[src/hdl/dti_pkg.sv]
// Shared types, constants and character-class functions for the dictionary token indexer.
`default_nettype none
package dti_pkg;

  localparam int TOKEN_LIMIT = 40;
  localparam int LEN_W       = $clog2(TOKEN_LIMIT);
  localparam int ADDR_W      = LEN_W;
  localparam int IDX_W       = LEN_W + 1;
  localparam int CAP_W       = 24;
  localparam int POS_W       = 32;

  localparam logic [LEN_W-1:0] STORE_LIMIT = LEN_W'(TOKEN_LIMIT - 1);
  localparam logic [CAP_W-1:0] CAP_RESET   = {CAP_W{1'b1}};

  localparam logic [7:0] TAG_BYTE        = 8'h40;
  localparam logic [7:0] THREE_BYTE_LEAD = 8'h8F;
  localparam logic [7:0] KANJI_LOW       = 8'hB0;
  localparam logic [7:0] ASCII_LIMIT     = 8'd127;
  localparam logic [7:0] EUC_LOW         = 8'h80;
  localparam logic [7:0] DIGIT_NINE      = 8'h39;
  localparam logic [7:0] HYPHEN          = 8'h2D;
  localparam logic [7:0] PERIOD          = 8'h2E;

  typedef enum logic [1:0] {
    KIND_ENTRY = 2'd0,
    KIND_COUNT = 2'd1,
    KIND_OVF   = 2'd2
  } res_kind_e;

  typedef enum logic [3:0] {
    ST_IDLE,
    ST_KEEP,
    ST_TAG,
    ST_EUC,
    ST_LOOP_INIT,
    ST_LOOP,
    ST_READ,
    ST_EMIT,
    ST_END,
    ST_COUNT,
    ST_DONE
  } state_e;

  // Request from the sequencer to the result queue.
  typedef struct packed {
    logic             push;
    logic             flush;
    res_kind_e        kind;
    logic [POS_W-1:0] value;
  } res_req_t;

  typedef struct packed {
    logic push_ready;
    logic flush_ready;
  } res_stat_t;

  function automatic logic is_alnum(input logic [7:0] c);
    return (c >= 8'h41 && c <= 8'h5A) || (c >= 8'h61 && c <= 8'h7A) ||
           (c >= 8'h30 && c <= DIGIT_NINE);
  endfunction

  function automatic logic is_start(input logic [7:0] c);
    return is_alnum(c) || (c >= EUC_LOW) || (c == TAG_BYTE);
  endfunction

  function automatic logic is_cont(input logic [7:0] c);
    return is_alnum(c) || (c >= EUC_LOW) || (c == HYPHEN) || (c == PERIOD);
  endfunction

endpackage
`default_nettype wire

[src/hdl/dti_alu.sv]
// Shared adder and magnitude compare used by the sequencer for offsets and capacity checks.
`default_nettype none
module dti_alu (
  input  wire logic [dti_pkg::POS_W-1:0] a_i,
  input  wire logic [dti_pkg::POS_W-1:0] b_i,
  output logic      [dti_pkg::POS_W-1:0] sum_o,
  output logic                           ge_o
);

  assign sum_o = a_i + b_i;
  assign ge_o  = (a_i >= b_i);

endmodule
`default_nettype wire

[src/hdl/dti_tokbuf.sv]
// Token byte store: one write port, one registered read port.
`default_nettype none
module dti_tokbuf (
  input  wire logic                       clk_i,
  input  wire logic                       we_i,
  input  wire logic [dti_pkg::ADDR_W-1:0] waddr_i,
  input  wire logic [7:0]                 wdata_i,
  input  wire logic [dti_pkg::ADDR_W-1:0] raddr_i,
  output logic      [7:0]                 rdata_o
);

  logic [7:0] mem_q [dti_pkg::TOKEN_LIMIT];
  logic [7:0] rdata_q;

  always_ff @(posedge clk_i) begin
    if (we_i) begin
      mem_q[waddr_i] <= wdata_i;
    end
  end

  always_ff @(posedge clk_i) begin
    rdata_q <= mem_q[raddr_i];
  end

  assign rdata_o = rdata_q;

endmodule
`default_nettype wire

[src/hdl/dti_outq.sv]
// Result queue: one held-back stage so the last result of a transaction can be marked.
`default_nettype none
module dti_outq (
  input  wire logic                          clk_i,
  input  wire logic                          rst_ni,
  input  wire dti_pkg::res_req_t             req_i,
  output dti_pkg::res_stat_t                 stat_o,
  output logic                               out_valid_o,
  input  wire logic                          out_stall_i,
  output logic      [1:0]                    result_kind_o,
  output logic      [dti_pkg::POS_W-1:0]     result_value_o,
  output logic                               last_of_run_o
);

  logic                       pend_v_q, pend_v_d;
  dti_pkg::res_kind_e         pend_kind_q, pend_kind_d;
  logic [dti_pkg::POS_W-1:0]  pend_val_q, pend_val_d;
  logic                       out_v_q, out_v_d;
  dti_pkg::res_kind_e         out_kind_q, out_kind_d;
  logic [dti_pkg::POS_W-1:0]  out_val_q, out_val_d;
  logic                       out_last_q, out_last_d;
  logic                       out_free;

  assign out_free           = !out_v_q || !out_stall_i;
  assign stat_o.push_ready  = !pend_v_q || out_free;
  assign stat_o.flush_ready = !pend_v_q || out_free;

  always_comb begin
    pend_v_d    = pend_v_q;
    pend_kind_d = pend_kind_q;
    pend_val_d  = pend_val_q;
    out_v_d     = out_v_q && out_stall_i;
    out_kind_d  = out_kind_q;
    out_val_d   = out_val_q;
    out_last_d  = out_last_q;
    if (req_i.push && stat_o.push_ready) begin
      // Move the held result out, keep the new one back.
      if (pend_v_q) begin
        out_v_d    = 1'b1;
        out_kind_d = pend_kind_q;
        out_val_d  = pend_val_q;
        out_last_d = 1'b0;
      end
      pend_v_d    = 1'b1;
      pend_kind_d = req_i.kind;
      pend_val_d  = req_i.value;
    end else if (req_i.flush && stat_o.flush_ready && pend_v_q) begin
      out_v_d    = 1'b1;
      out_kind_d = pend_kind_q;
      out_val_d  = pend_val_q;
      out_last_d = 1'b1;
      pend_v_d   = 1'b0;
    end
  end

  always_ff @(posedge clk_i or negedge rst_ni) begin
    if (!rst_ni) begin
      pend_v_q <= 1'b0;
      out_v_q  <= 1'b0;
    end else begin
      pend_v_q <= pend_v_d;
      out_v_q  <= out_v_d;
    end
  end

  always_ff @(posedge clk_i) begin
    pend_kind_q <= pend_kind_d;
    pend_val_q  <= pend_val_d;
    out_kind_q  <= out_kind_d;
    out_val_q   <= out_val_d;
    out_last_q  <= out_last_d;
  end

  assign out_valid_o    = out_v_q;
  assign result_kind_o  = out_kind_q;
  assign result_value_o = out_val_q;
  assign last_of_run_o  = out_last_q;

endmodule
`default_nettype wire

[src/hdl/dti_ctrl.sv]
// Sequencer: token tracking, judging and entry emission through the shared ALU.
`default_nettype none
module dti_ctrl (
  input  wire logic                          clk_i,
  input  wire logic                          rst_ni,
  input  wire logic                          in_valid_i,
  output logic                               in_stall_o,
  input  wire logic [7:0]                    text_byte_i,
  input  wire logic                          end_of_text_i,
  input  wire logic                          cfg_we_i,
  input  wire logic [dti_pkg::CAP_W-1:0]     cfg_wdata_i,
  output logic                               mem_we_o,
  output logic      [dti_pkg::ADDR_W-1:0]    mem_waddr_o,
  output logic      [7:0]                    mem_wdata_o,
  output logic      [dti_pkg::ADDR_W-1:0]    mem_raddr_o,
  input  wire logic [7:0]                    mem_rdata_i,
  output logic      [dti_pkg::POS_W-1:0]     alu_a_o,
  output logic      [dti_pkg::POS_W-1:0]     alu_b_o,
  input  wire logic [dti_pkg::POS_W-1:0]     alu_sum_i,
  input  wire logic                          alu_ge_i,
  output dti_pkg::res_req_t                  req_o,
  input  wire dti_pkg::res_stat_t            stat_i
);

  dti_pkg::state_e            state_q, state_d, ret_q, ret_d;
  logic                       in_token_q, in_token_d;
  logic [dti_pkg::LEN_W-1:0]  len_q, len_d;
  logic [dti_pkg::POS_W-1:0]  start_q, start_d;
  logic [dti_pkg::POS_W-1:0]  pos_q, pos_d;
  logic [dti_pkg::POS_W-1:0]  base_q, base_d;
  logic [dti_pkg::POS_W-1:0]  offset_q, offset_d;
  logic [dti_pkg::POS_W-1:0]  entries_q, entries_d;
  logic                       ovf_q, ovf_d;
  logic [dti_pkg::CAP_W-1:0]  cap_q;
  logic [7:0]                 b0_q, b0_d, b1_q, b1_d;
  logic                       off_q, off_d;
  logic [dti_pkg::IDX_W-1:0]  idx_q, idx_d;
  logic                       last_q, last_d;

  logic                       accept;
  logic                       keep;
  logic [dti_pkg::LEN_W-1:0]  slen;
  logic [7:0]                 lead;
  logic [7:0]                 c;

  assign in_stall_o = (state_q != dti_pkg::ST_IDLE);
  assign accept     = in_valid_i && !in_stall_o;

  assign keep = !((len_q <= dti_pkg::LEN_W'(2)) && (b0_q < dti_pkg::ASCII_LIMIT)) ||
                ((len_q == dti_pkg::LEN_W'(2)) && (b1_q <= dti_pkg::DIGIT_NINE));
  assign slen = len_q - dti_pkg::LEN_W'(off_q);
  assign lead = off_q ? b1_q : b0_q;
  assign c    = mem_rdata_i;

  always_comb begin
    state_d    = state_q;
    ret_d      = ret_q;
    in_token_d = in_token_q;
    len_d      = len_q;
    start_d    = start_q;
    pos_d      = pos_q;
    base_d     = base_q;
    offset_d   = offset_q;
    entries_d  = entries_q;
    ovf_d      = ovf_q;
    b0_d       = b0_q;
    b1_d       = b1_q;
    off_d      = off_q;
    idx_d      = idx_q;
    last_d     = last_q;
    mem_we_o    = 1'b0;
    mem_waddr_o = '0;
    mem_wdata_o = text_byte_i;
    mem_raddr_o = dti_pkg::ADDR_W'(idx_q + dti_pkg::IDX_W'(off_q));
    alu_a_o     = base_q;
    alu_b_o     = dti_pkg::POS_W'(idx_q);
    req_o.push  = 1'b0;
    req_o.flush = 1'b0;
    req_o.kind  = dti_pkg::KIND_ENTRY;
    req_o.value = offset_q;

    case (state_q)
      dti_pkg::ST_IDLE: begin
        if (accept) begin
          last_d = end_of_text_i;
          pos_d  = pos_q + dti_pkg::POS_W'(1);
          if (!in_token_q) begin
            if (dti_pkg::is_start(text_byte_i)) begin
              in_token_d  = 1'b1;
              start_d     = pos_q;
              b0_d        = text_byte_i;
              len_d       = dti_pkg::LEN_W'(1);
              mem_we_o    = 1'b1;
              mem_waddr_o = '0;
            end
          end else if (dti_pkg::is_cont(text_byte_i)) begin
            if (len_q < dti_pkg::STORE_LIMIT) begin
              mem_we_o    = 1'b1;
              mem_waddr_o = dti_pkg::ADDR_W'(len_q);
              len_d       = len_q + dti_pkg::LEN_W'(1);
              if (len_q == dti_pkg::LEN_W'(1)) begin
                b1_d = text_byte_i;
              end
            end
          end else begin
            in_token_d = 1'b0;
            state_d    = dti_pkg::ST_KEEP;
          end
          if (state_d != dti_pkg::ST_KEEP && end_of_text_i) begin
            state_d = dti_pkg::ST_COUNT;
          end
        end
      end

      dti_pkg::ST_KEEP: begin
        off_d = 1'b0;
        if (!keep) begin
          state_d = dti_pkg::ST_END;
        end else if (b0_q < dti_pkg::ASCII_LIMIT) begin
          offset_d = start_q;
          ret_d    = dti_pkg::ST_TAG;
          state_d  = dti_pkg::ST_EMIT;
        end else if (b0_q == dti_pkg::ASCII_LIMIT) begin
          state_d = dti_pkg::ST_END;
        end else begin
          base_d   = start_q;
          offset_d = start_q;
          ret_d    = dti_pkg::ST_LOOP_INIT;
          state_d  = dti_pkg::ST_EMIT;
        end
      end

      dti_pkg::ST_TAG: begin
        alu_a_o = start_q;
        alu_b_o = dti_pkg::POS_W'(1);
        if (b0_q == dti_pkg::TAG_BYTE) begin
          offset_d = alu_sum_i;
          base_d   = alu_sum_i;
          off_d    = 1'b1;
          ret_d    = dti_pkg::ST_EUC;
          state_d  = dti_pkg::ST_EMIT;
        end else begin
          state_d = dti_pkg::ST_END;
        end
      end

      dti_pkg::ST_EUC: begin
        if (len_q <= dti_pkg::LEN_W'(1) || b1_q <= dti_pkg::ASCII_LIMIT) begin
          state_d = dti_pkg::ST_END;
        end else begin
          state_d = dti_pkg::ST_LOOP_INIT;
        end
      end

      dti_pkg::ST_LOOP_INIT: begin
        idx_d   = (lead == dti_pkg::THREE_BYTE_LEAD) ? dti_pkg::IDX_W'(3)
                                                     : dti_pkg::IDX_W'(2);
        state_d = dti_pkg::ST_LOOP;
      end

      dti_pkg::ST_LOOP: begin
        // Read address is issued here; data lands in the next state.
        if (idx_q < dti_pkg::IDX_W'(slen)) begin
          state_d = dti_pkg::ST_READ;
        end else begin
          state_d = dti_pkg::ST_END;
        end
      end

      dti_pkg::ST_READ: begin
        idx_d = idx_q + ((c == dti_pkg::THREE_BYTE_LEAD) ? dti_pkg::IDX_W'(3)
                                                         : dti_pkg::IDX_W'(2));
        if (c >= dti_pkg::KANJI_LOW || c == dti_pkg::THREE_BYTE_LEAD) begin
          offset_d = alu_sum_i;
          ret_d    = dti_pkg::ST_LOOP;
          state_d  = dti_pkg::ST_EMIT;
        end else begin
          state_d = dti_pkg::ST_LOOP;
        end
      end

      dti_pkg::ST_EMIT: begin
        alu_a_o = entries_q;
        alu_b_o = dti_pkg::POS_W'(cap_q);
        if (ovf_q) begin
          state_d = ret_q;
        end else if (stat_i.push_ready) begin
          req_o.push = 1'b1;
          if (alu_ge_i) begin
            req_o.kind  = dti_pkg::KIND_OVF;
            req_o.value = '0;
            ovf_d       = 1'b1;
          end else begin
            entries_d = entries_q + dti_pkg::POS_W'(1);
          end
          state_d = ret_q;
        end
      end

      dti_pkg::ST_END: begin
        len_d   = '0;
        state_d = last_q ? dti_pkg::ST_COUNT : dti_pkg::ST_DONE;
      end

      dti_pkg::ST_COUNT: begin
        if (stat_i.push_ready) begin
          req_o.push  = 1'b1;
          req_o.kind  = dti_pkg::KIND_COUNT;
          req_o.value = entries_q;
          in_token_d  = 1'b0;
          len_d       = '0;
          pos_d       = '0;
          entries_d   = '0;
          ovf_d       = 1'b0;
          state_d     = dti_pkg::ST_DONE;
        end
      end

      dti_pkg::ST_DONE: begin
        // Release the held result with its last mark.
        req_o.flush = 1'b1;
        if (stat_i.flush_ready) begin
          state_d = dti_pkg::ST_IDLE;
        end
      end

      default: begin
        state_d = dti_pkg::ST_IDLE;
      end
    endcase
  end

  always_ff @(posedge clk_i or negedge rst_ni) begin
    if (!rst_ni) begin
      state_q    <= dti_pkg::ST_IDLE;
      ret_q      <= dti_pkg::ST_IDLE;
      in_token_q <= 1'b0;
      len_q      <= '0;
      start_q    <= '0;
      pos_q      <= '0;
      entries_q  <= '0;
      ovf_q      <= 1'b0;
      cap_q      <= dti_pkg::CAP_RESET;
      last_q     <= 1'b0;
    end else begin
      state_q    <= state_d;
      ret_q      <= ret_d;
      in_token_q <= in_token_d;
      len_q      <= len_d;
      start_q    <= start_d;
      pos_q      <= pos_d;
      entries_q  <= entries_d;
      ovf_q      <= ovf_d;
      last_q     <= last_d;
      if (cfg_we_i) begin
        cap_q <= cfg_wdata_i;
      end
    end
  end

  always_ff @(posedge clk_i) begin
    base_q   <= base_d;
    offset_q <= offset_d;
    b0_q     <= b0_d;
    b1_q     <= b1_d;
    off_q    <= off_d;
    idx_q    <= idx_d;
  end

endmodule
`default_nettype wire

[src/hdl/dictionary_token_indexer.sv]
// Top level of the dictionary token indexer.
//
//   Channel  | Handshake                    | Payload
//   ---------+------------------------------+-------------------------------------------
//   input    | in_valid_i / in_stall_o      | text_byte_i, end_of_text_i
//   result   | out_valid_o / out_stall_i    | result_kind_o, result_value_o, last_of_run_o
//   config   | cfg_we_i                     | cfg_wdata_i (index capacity)
//
// A plain byte is taken without stalling the input. A token end passes through accept, judge,
// close and release, plus an emit step per entry the token would emit, a tag check for an ASCII
// token, an EUC check if tagged, and a loop set-up, a loop and read step per scanned position
// and a loop exit for a kanji walk through the store and adder. The end of text adds the count.
// Reset clears all control state; the token store needs no clearing. Output stalls hold the
// sequencer wherever it waits to push a result.
`default_nettype none
module dictionary_token_indexer (
  input  wire logic                       clk_i,
  input  wire logic                       rst_ni,
  input  wire logic                       in_valid_i,
  output logic                            in_stall_o,
  input  wire logic [7:0]                 text_byte_i,
  input  wire logic                       end_of_text_i,
  output logic                            out_valid_o,
  input  wire logic                       out_stall_i,
  output logic      [1:0]                 result_kind_o,
  output logic      [dti_pkg::POS_W-1:0]  result_value_o,
  output logic                            last_of_run_o,
  input  wire logic                       cfg_we_i,
  input  wire logic [dti_pkg::CAP_W-1:0]  cfg_wdata_i
);

  logic                       mem_we;
  logic [dti_pkg::ADDR_W-1:0] mem_waddr;
  logic [7:0]                 mem_wdata;
  logic [dti_pkg::ADDR_W-1:0] mem_raddr;
  logic [7:0]                 mem_rdata;
  logic [dti_pkg::POS_W-1:0]  alu_a, alu_b, alu_sum;
  logic                       alu_ge;
  dti_pkg::res_req_t          req;
  dti_pkg::res_stat_t         stat;

  dti_ctrl u_ctrl (
    .clk_i         (clk_i),
    .rst_ni        (rst_ni),
    .in_valid_i    (in_valid_i),
    .in_stall_o    (in_stall_o),
    .text_byte_i   (text_byte_i),
    .end_of_text_i (end_of_text_i),
    .cfg_we_i      (cfg_we_i),
    .cfg_wdata_i   (cfg_wdata_i),
    .mem_we_o      (mem_we),
    .mem_waddr_o   (mem_waddr),
    .mem_wdata_o   (mem_wdata),
    .mem_raddr_o   (mem_raddr),
    .mem_rdata_i   (mem_rdata),
    .alu_a_o       (alu_a),
    .alu_b_o       (alu_b),
    .alu_sum_i     (alu_sum),
    .alu_ge_i      (alu_ge),
    .req_o         (req),
    .stat_i        (stat)
  );

  dti_alu u_alu (
    .a_i   (alu_a),
    .b_i   (alu_b),
    .sum_o (alu_sum),
    .ge_o  (alu_ge)
  );

  dti_tokbuf u_tokbuf (
    .clk_i   (clk_i),
    .we_i    (mem_we),
    .waddr_i (mem_waddr),
    .wdata_i (mem_wdata),
    .raddr_i (mem_raddr),
    .rdata_o (mem_rdata)
  );

  dti_outq u_outq (
    .clk_i          (clk_i),
    .rst_ni         (rst_ni),
    .req_i          (req),
    .stat_o         (stat),
    .out_valid_o    (out_valid_o),
    .out_stall_i    (out_stall_i),
    .result_kind_o  (result_kind_o),
    .result_value_o (result_value_o),
    .last_of_run_o  (last_of_run_o)
  );

endmodule
`default_nettype wire
[config.mk]
export PLATFORM = sky130hd
export DESIGN_NAME = dictionary_token_indexer
export DESIGN_NICKNAME = d
export VERILOG_FILES = /design/src/hdl/dti_pkg.sv /design/src/hdl/dti_alu.sv /design/src/hdl/dti_tokbuf.sv /design/src/hdl/dti_outq.sv /design/src/hdl/dti_ctrl.sv /design/src/hdl/dictionary_token_indexer.sv
export SDC_FILE = /design/constraint.sdc
export NUM_CORES = 1
export LEC_CHECK = 0
export ABC_AREA = 1
export BUFFER_PORTS_ARGS = -buffer_cell sky130_fd_sc_hd__buf_2
export CAP_MARGIN = 25
export CORE_MARGIN = 2
export CORE_UTILIZATION = 35
export CTS_CLUSTER_DIAMETER = 120
export DETAILED_ROUTE_END_ITERATION = 7
export GPL_ROUTABILITY_DRIVEN = 1
export SYNTH_ARGS = -nofsm -noshare
export SYNTH_HDL_FRONTEND = slang
export SYNTH_HIERARCHICAL = 1
export SYNTH_SLANG_ARGS = --single-unit
[constraint.sdc]
create_clock -name clk_i -period 3.7 [get_ports clk_i]
set_input_delay 0.37 -clock clk_i [delete_from_list [all_inputs] [get_ports clk_i]]
set_output_delay 0.37 -clock clk_i [all_outputs]
set_load 0.005 [all_outputs]
## Word-level counts from Yosys, hierarchy flattened

Memory sizes are Yosys's and may differ from the RTL's. A register that Yosys moved wholly into a read port is not among the register bits.
Index checks and enable logic that the tools add are counted.

- Add/sub/neg operators: 7
- $lt $le $gt $ge: 16
- Equality and inequality tests: 37
- Muxes and demuxes: 101
- Bitwise logic cells: 1
- Reduce and logical (&&, ||, !) cells: 48

Operator list:

| operator | number |
|---|---|
| 2-to-1 mux 32 bit | 15 |
| case mux 32 bit (2 select lines) | 4 |
| 2-to-1 mux 34 bit | 3 |
| case mux 32 bit (3 select lines) | 1 |
| 2-to-1 mux 4 bit | 21 |
| case mux 34 bit (2 select lines) | 1 |
| 2-to-1 mux 6 bit | 11 |
| adder 32 x 1 -> 32 bit, second input constant | 2 |
| case mux 24 bit (2 select lines) | 1 |
| case mux 4 bit (11 select lines) | 1 |
| 2-to-1 mux 33 bit | 1 |
| adder 32 x 24 -> 32 bit | 1 |
| >= comparator 32 x 24 -> 1 bit | 1 |
| 2-to-1 mux 1 bit | 29 |
| == test 8 x 7 -> 1 bit, second input constant | 3 |
| <= comparator 8 x 7 -> 1 bit, second input constant | 3 |
| case mux 6 bit (3 select lines) | 1 |
| == test 4 x 3 -> 1 bit, second input constant | 4 |
| == test 8 x 6 -> 1 bit, second input constant | 2 |
| == test 8 bit, second input constant | 2 |
| >= comparator 8 x 7 -> 1 bit, second input constant | 2 |
| >= comparator 8 bit, second input constant | 2 |
| <= comparator 8 x 6 -> 1 bit, second input constant | 2 |
| != test 2 x 1 -> 1 bit, second input constant | 8 |
| other kinds (38) | 89 |

- Register bits: 296
- RAM bits: 320
- Bits of input ports: 38
- Memories: 1

Memory list:

| name | words | bits a word | read ports | clocked after Yosys merged registers in | wr ports | line | RTL |
|---|---|---|---|---|---|---|---|
| u_tokbuf.mem_q | 40 | 8 | 1 | 1 | 1 | dti_tokbuf.sv:12 | `logic [7:0] mem_q [dti_pkg::TOKEN_LIMIT];` |

## Logic depth before layout (Yosys ltp)

- Depth after elaboration: 16
- Gate-level depth with buffers: 26

## Modules after synthesis

Netlist, hierarchy kept.

By module, submodules not included:

| module | instances | cells an instance | area each (um^2) | seq. area each (um^2) |
|---|---|---|---|---|
| dti_tokbuf | 1 | 1094 | 13222.7 | 9769.4 |
| dti_ctrl | 1 | 1574 | 12602.1 | 6075.8 |
| dti_alu | 1 | 613 | 3255.6 | 0.0 |
| dti_outq | 1 | 84 | 2188.3 | 2122.0 |

## Worst setup path after synthesis

No wires, ideal clock.

- Kind: register to register
- From: register u_ctrl/len_q[0] (netlist name)
- To: register u_ctrl/base_q[0] (netlist name) (enable)
- Setup time: 0.470 ns
- Data arrival time: 3.526 ns
- Setup slack: -0.296 ns
- Cell stages (with the launch flop): 9
- Buffers on the path: 0
- Cell sequence: dfrtp_1 -> inv_1 -> ha_1 -> inv_1 -> nor3_1 -> o21ai_0 -> nand4_1 -> nand2_1 -> a211oi_1

- Longest elaborated chain between the ends: 6
- Elaborated cells between the ends (all ways): 8
- Those cells by class: order compare: 1; eq/ne: 2; reduce/logical: 5

Ends and longest elaborated chain:

| element | line | RTL |
|---|---|---|
| from (decl) | dti_ctrl.sv:27 | `logic [dti_pkg::LEN_W-1:0] len_q, len_d;` |
| from (signal assigned) | dti_ctrl.sv:249 | `len_q <= len_d;` |
| <= comparator 6 x 2 -> 1 bit | dti_ctrl.sv:49 | `assign keep = !((len_q <= dti_pkg::LEN_W'(2)) && (b0_q < dti_pkg::ASCII_LIMIT)) \|\|` |
| logical AND 1 bit | dti_ctrl.sv:49 |  |
| logical NOT 1 bit | dti_ctrl.sv:49 |  |
| logical OR 1 bit * | dti_ctrl.sv:49 |  |
| != test 2 x 1 -> 1 bit (no line) * | -- |  |
| AND reduction 5 bit (no line) * | -- |  |
| to (signal assigned) | dti_ctrl.sv:262 | `base_q <= base_d;` |
| to (decl) | dti_ctrl.sv:30 | `logic [dti_pkg::POS_W-1:0] base_q, base_d;` |

Every way passes the cells marked *; elsewhere a longest branch is shown, timed or not.
A chain may end at the register's enable or synchronous reset.

==> summary.md <==
| Metric | Value |
|---|---|
| Netlist Area Pre-Place | roughly 31000 sq um |
| CP Capture Type | register |
| Max Buffers Root-to-Sink | 3 |
| DRT iter0 DRCs | roughly 2500 |
| Setup crit start kind | register |
| Crit path kind | register to register |
| Max-slew headroom | 0.346 |
| Hold_ws | 0.0163 ns |
| I/O Buffers | 74 |
| Register area share after synthesis | 0.575 |
| Number of global-route vias before repair | approximately 23000 |
| R2R depth | 22 |
| Setup slack, reg-to-reg | between 0.05 and 0.06 ns |
| Gate Count Post-Synth | between 3000 and 4000 |
| Post-Layout Cell Count | ~4900 |
| Most common cell on crit path | buf_12 |
| Worst stage delay on the critical path | 0.40 ns |
| Max-Cap Viols | 0 |
| Placed inst area | about 34000 sq um |
| Gr usage total | 0.195 |
| Htree depth | 3 |
| Final Max Tran Viols | 0 |
| Largest net degree at the start of global routing | 137 |
| Hold endpoint | u_ctrl/cap_q[12]$_DFFE_PN1P_ |
| Clk slew on worst S/H paths | 0.06 ns |
| Overall power | between 20000 and 30000 uW |
| Worst Tran Pin Value | ~0.98 ns |
| Synth Warn # | 6 |
| Critical Path AT | between 3 and 4 ns |
| Final design utilization | 0.426 |
| Top Usage Layer GRT | met1 |
| Area grow syn2layout | 20.6% |
| Die ar. | between 90000 and 100000 sq um |
| HP Start | cfg_wdata_i[12] |
| Leakage power total | between 0.015 and 0.02 uW |
| Cell total after placement | 4674 |
| Post-synth EDFFs | between 400 and 500 |
| Syn avg cell area | roughly 9.3 sq um |
| Unrepaired setup endpoints after global routing | yes |
| Minimum clock period | between 3 and 4 ns |
| Initial antenna violation count | 2 |
| Yosys reg bits | slightly above 600 |
| Avg WL per Cell | between 15 and 20 um |
| CTS sink cnt | 623 |
| First-pass GRT wire length | 138 mm |
| M1 GR Usage | 0.295 |
| Crit path depth | 22 |
| Gr ovfl total | 0 |
| Post-DP HPWL | 62.2 mm |
| DRC | 10 |
| Crit path max fanout | 11 |
| Synth cell types | 48 |
| Post-route cell area | approximately 38000 sq um |
| Post-layout net count | roughly 3800 |
| Max Clock Freq | ~0.27 GHz |
| Vias | between 20000 and 30000 |
| Initial core utilization | 0.353 |
| Num rows | 109 |
| Vias per inst | 5.15 |
| Root buffer cell | clkbuf_16 |
| Final wirelength | 92.3 mm |
| Clock skew | 0.0256 ns |
| Ratio of cells with drive above 1 in the final layout | 0.167 |
| Cell depth of the worst min-delay path | 3 |
| CTS tree | yes |
| Final Cycle Share | 0.986 |
| Number of buffers created by CTS | just under 70 |
| Status | finished with violations |
| Die height | 303 um |
| Final setup violation count | 0 |
| Crit path required time | 4.04 ns |
| GP Congestion | approximately 0.9 |
| First drt pass iteration count | 8 |
| Post-synth ARST share | 0.222 |
| Worst Hold Class | input port to register |
| Buffers & Inverters on Critical Path | 9 |
| Die Span X | about 300 um |
| R2R Path End | u_outq/pend_val_q[18]$_DFFE_PP_ |
| Total I/O pin count | 75 |
| Maximum vdd drop | 0.335 mV |
| Clock Latency Late Sink | 0.63 ns |
| CP max stage cell | dfrtp_1 |
| Cell Pwr Density | ~720 nW/um^2 |
| Failing checks | DRC |
| Antenna-violating nets left | 0 |
| Cell Chain, Critical Path | inv_2, buf_6, nand4_1, buf_12, buf_12, buf_12, nor2_1, inv_1, ha_1, a21oi_1, o21ai_0, a21oi_1, nand2_1, nand2_2, nand2_4, nand2_4, inv_2, a21oi_2, a21oi_4, buf_6, buf_12, o22ai_1 |
| Top delay family on crit path | buffers and inverters |
| R2r startpoint | u_ctrl/state_q[3]$_DFFE_PN0P_ |
| Core area | between 80000 and 90000 sq um |
| Main synth FF type | edfxtp_1 |
| Final hold viol count | 0 |
| GR Layer Usage met3 | 0.0398 |
| Grt met2 use | 0.287 |
[registers in the layout (all words and copies together) (netlist names), 3 cells and up]
signal / flops
u_ctrl/b0_q: 8
u_ctrl/b1_q: 8
u_ctrl/base_q: 32
u_ctrl/cap_q: 24
u_ctrl/entries_q: 32
u_ctrl/idx_q: 7
u_ctrl/len_q: 6
u_ctrl/offset_q: 32
u_ctrl/pos_q: 32
u_ctrl/ret_q: 3
u_ctrl/start_q: 32
u_ctrl/state_q: 4
u_outq/pend_val_q: 32
u_outq/result_value_o: 32
u_tokbuf/mem_q: 320
u_tokbuf/rdata_o: 8
[logic make-up after synthesis]
kind of cell	synth area share
buf+inv	0.0721
xor+xnor	0.00980
other cells	0.000120
fa+ha+maj	0.0327
simple gates	0.231
compound gates	0.0793
flops	0.575
[cell usage after synthesis (all sizes together), types with 33 or more instances]
cell type	number	area, sq um
clkbuf	58	218
buf	86	556
nand2	880	3330
nor3	63	355
a21oi	98	517
o22ai	45	282
o221ai	39	342
ha	80	1000
nor2	310	1280
dfrtp	114	2850
nand3	320	1650
edfxtp	477	14300
o21ai	167	836
nand4	68	425
xor2	33	289
inv	392	1470
[routing by layer]
layer,vias to the layer above,share of wire
li1,11949,-
met1,11994,0.46
met2,964,0.43
met3,109,0.090
met4,0,0.016
met5,-,0
[cell type report]
type / instances / area [sq um]
diodes: 1 / 2.50
clock buffers: 84 / 1840
clock inverters: 41 / 382
fillers: 8427 / 50800
inverters: 394 / 1490
multi-input cells: 2211 / 11800
flip-flops and latches: 623 / 18000
well taps: 1165 / 1460
repair buffers: 343 / 2810
[worst register-to-register path: stages, from the launching register on]
cell     delay, ns
dfrtp_1       0.40
inv_2         0.08
buf_6         0.09
nand4_1       0.20
buf_12        0.22
buf_12        0.13
buf_12        0.14
nor2_1        0.18
inv_1         0.07
ha_1          0.39
a21oi_1       0.09
o21ai_0       0.24
a21oi_1       0.08
nand2_1       0.09
nand2_2       0.06
nand2_4       0.13
nand2_4       0.07
inv_2         0.07
a21oi_2       0.06
a21oi_4       0.15
buf_6         0.16
buf_12        0.15
o22ai_1       0.10
[through the flow]
| step | setup TNS, ns | setup slack, ns |
|---|---|---|
| finish | 0 | 0.0535 |
| global route | -2.99 | -0.0981 |
| CTS | -0.00305 | -0.00305 |
| detailed placement | -1.38 | -0.0648 |
| global placement | 0 | 0.0290 |
| floorplan | 0 | 0.296 |
[cell usage in the layout (no fill, tap or decap), types with 73 or more instances in the layout]
cell / instances
nand3_1: 311
edfxtp_1: 477
o21ai_0: 120
clkbuf_16: 75
buf_2: 73
buf_4: 212
nand2_1: 856
inv_1: 372
nor2_1: 266
dfrtp_1: 114
a21oi_1: 83
[where the power goes]
group | leakage, uW | switching, uW | total [uW] | internal (uW)
Combinational | 0.00801 | 6900 | 10600 | 3730
Clock | 0.00108 | 2920 | 6780 | 3860
Sequential | 0.00617 | 623 | 9610 | 8990
Total | 0.0153 | 10400 | 27000 | 16600
[how the worst max path moves through the flow]
stage / from / end
floorplan: u_ctrl/state_q[0]$_DFFE_PN0P_ / u_outq/pend_val_q[0]$_DFFE_PP_
global placement: u_ctrl/state_q[2]$_DFFE_PN0P_ / u_outq/pend_val_q[16]$_DFFE_PP_
detailed placement: u_ctrl/state_q[0]$_DFFE_PN0P_ / u_outq/pend_val_q[18]$_DFFE_PP_
CTS: u_ctrl/state_q[0]$_DFFE_PN0P_ / u_outq/pend_val_q[18]$_DFFE_PP_
global route: u_ctrl/state_q[3]$_DFFE_PN0P_ / u_outq/pend_val_q[23]$_DFFE_PP_
finish: u_ctrl/state_q[3]$_DFFE_PN0P_ / u_outq/pend_val_q[18]$_DFFE_PP_
[timing repair]
action / 4_1_cts / 5_1_grt
hold endpoints to repair: 100 / 0
endpoints found under the setup margin: 37 / 87
hold buffers: 27 / 0
pin swaps: 7 / 28
gates resized for setup: 12 / 118
gates cloned: 1 / 5
buffers inserted: 7 / 22
(Power assumes the default switching activity.)
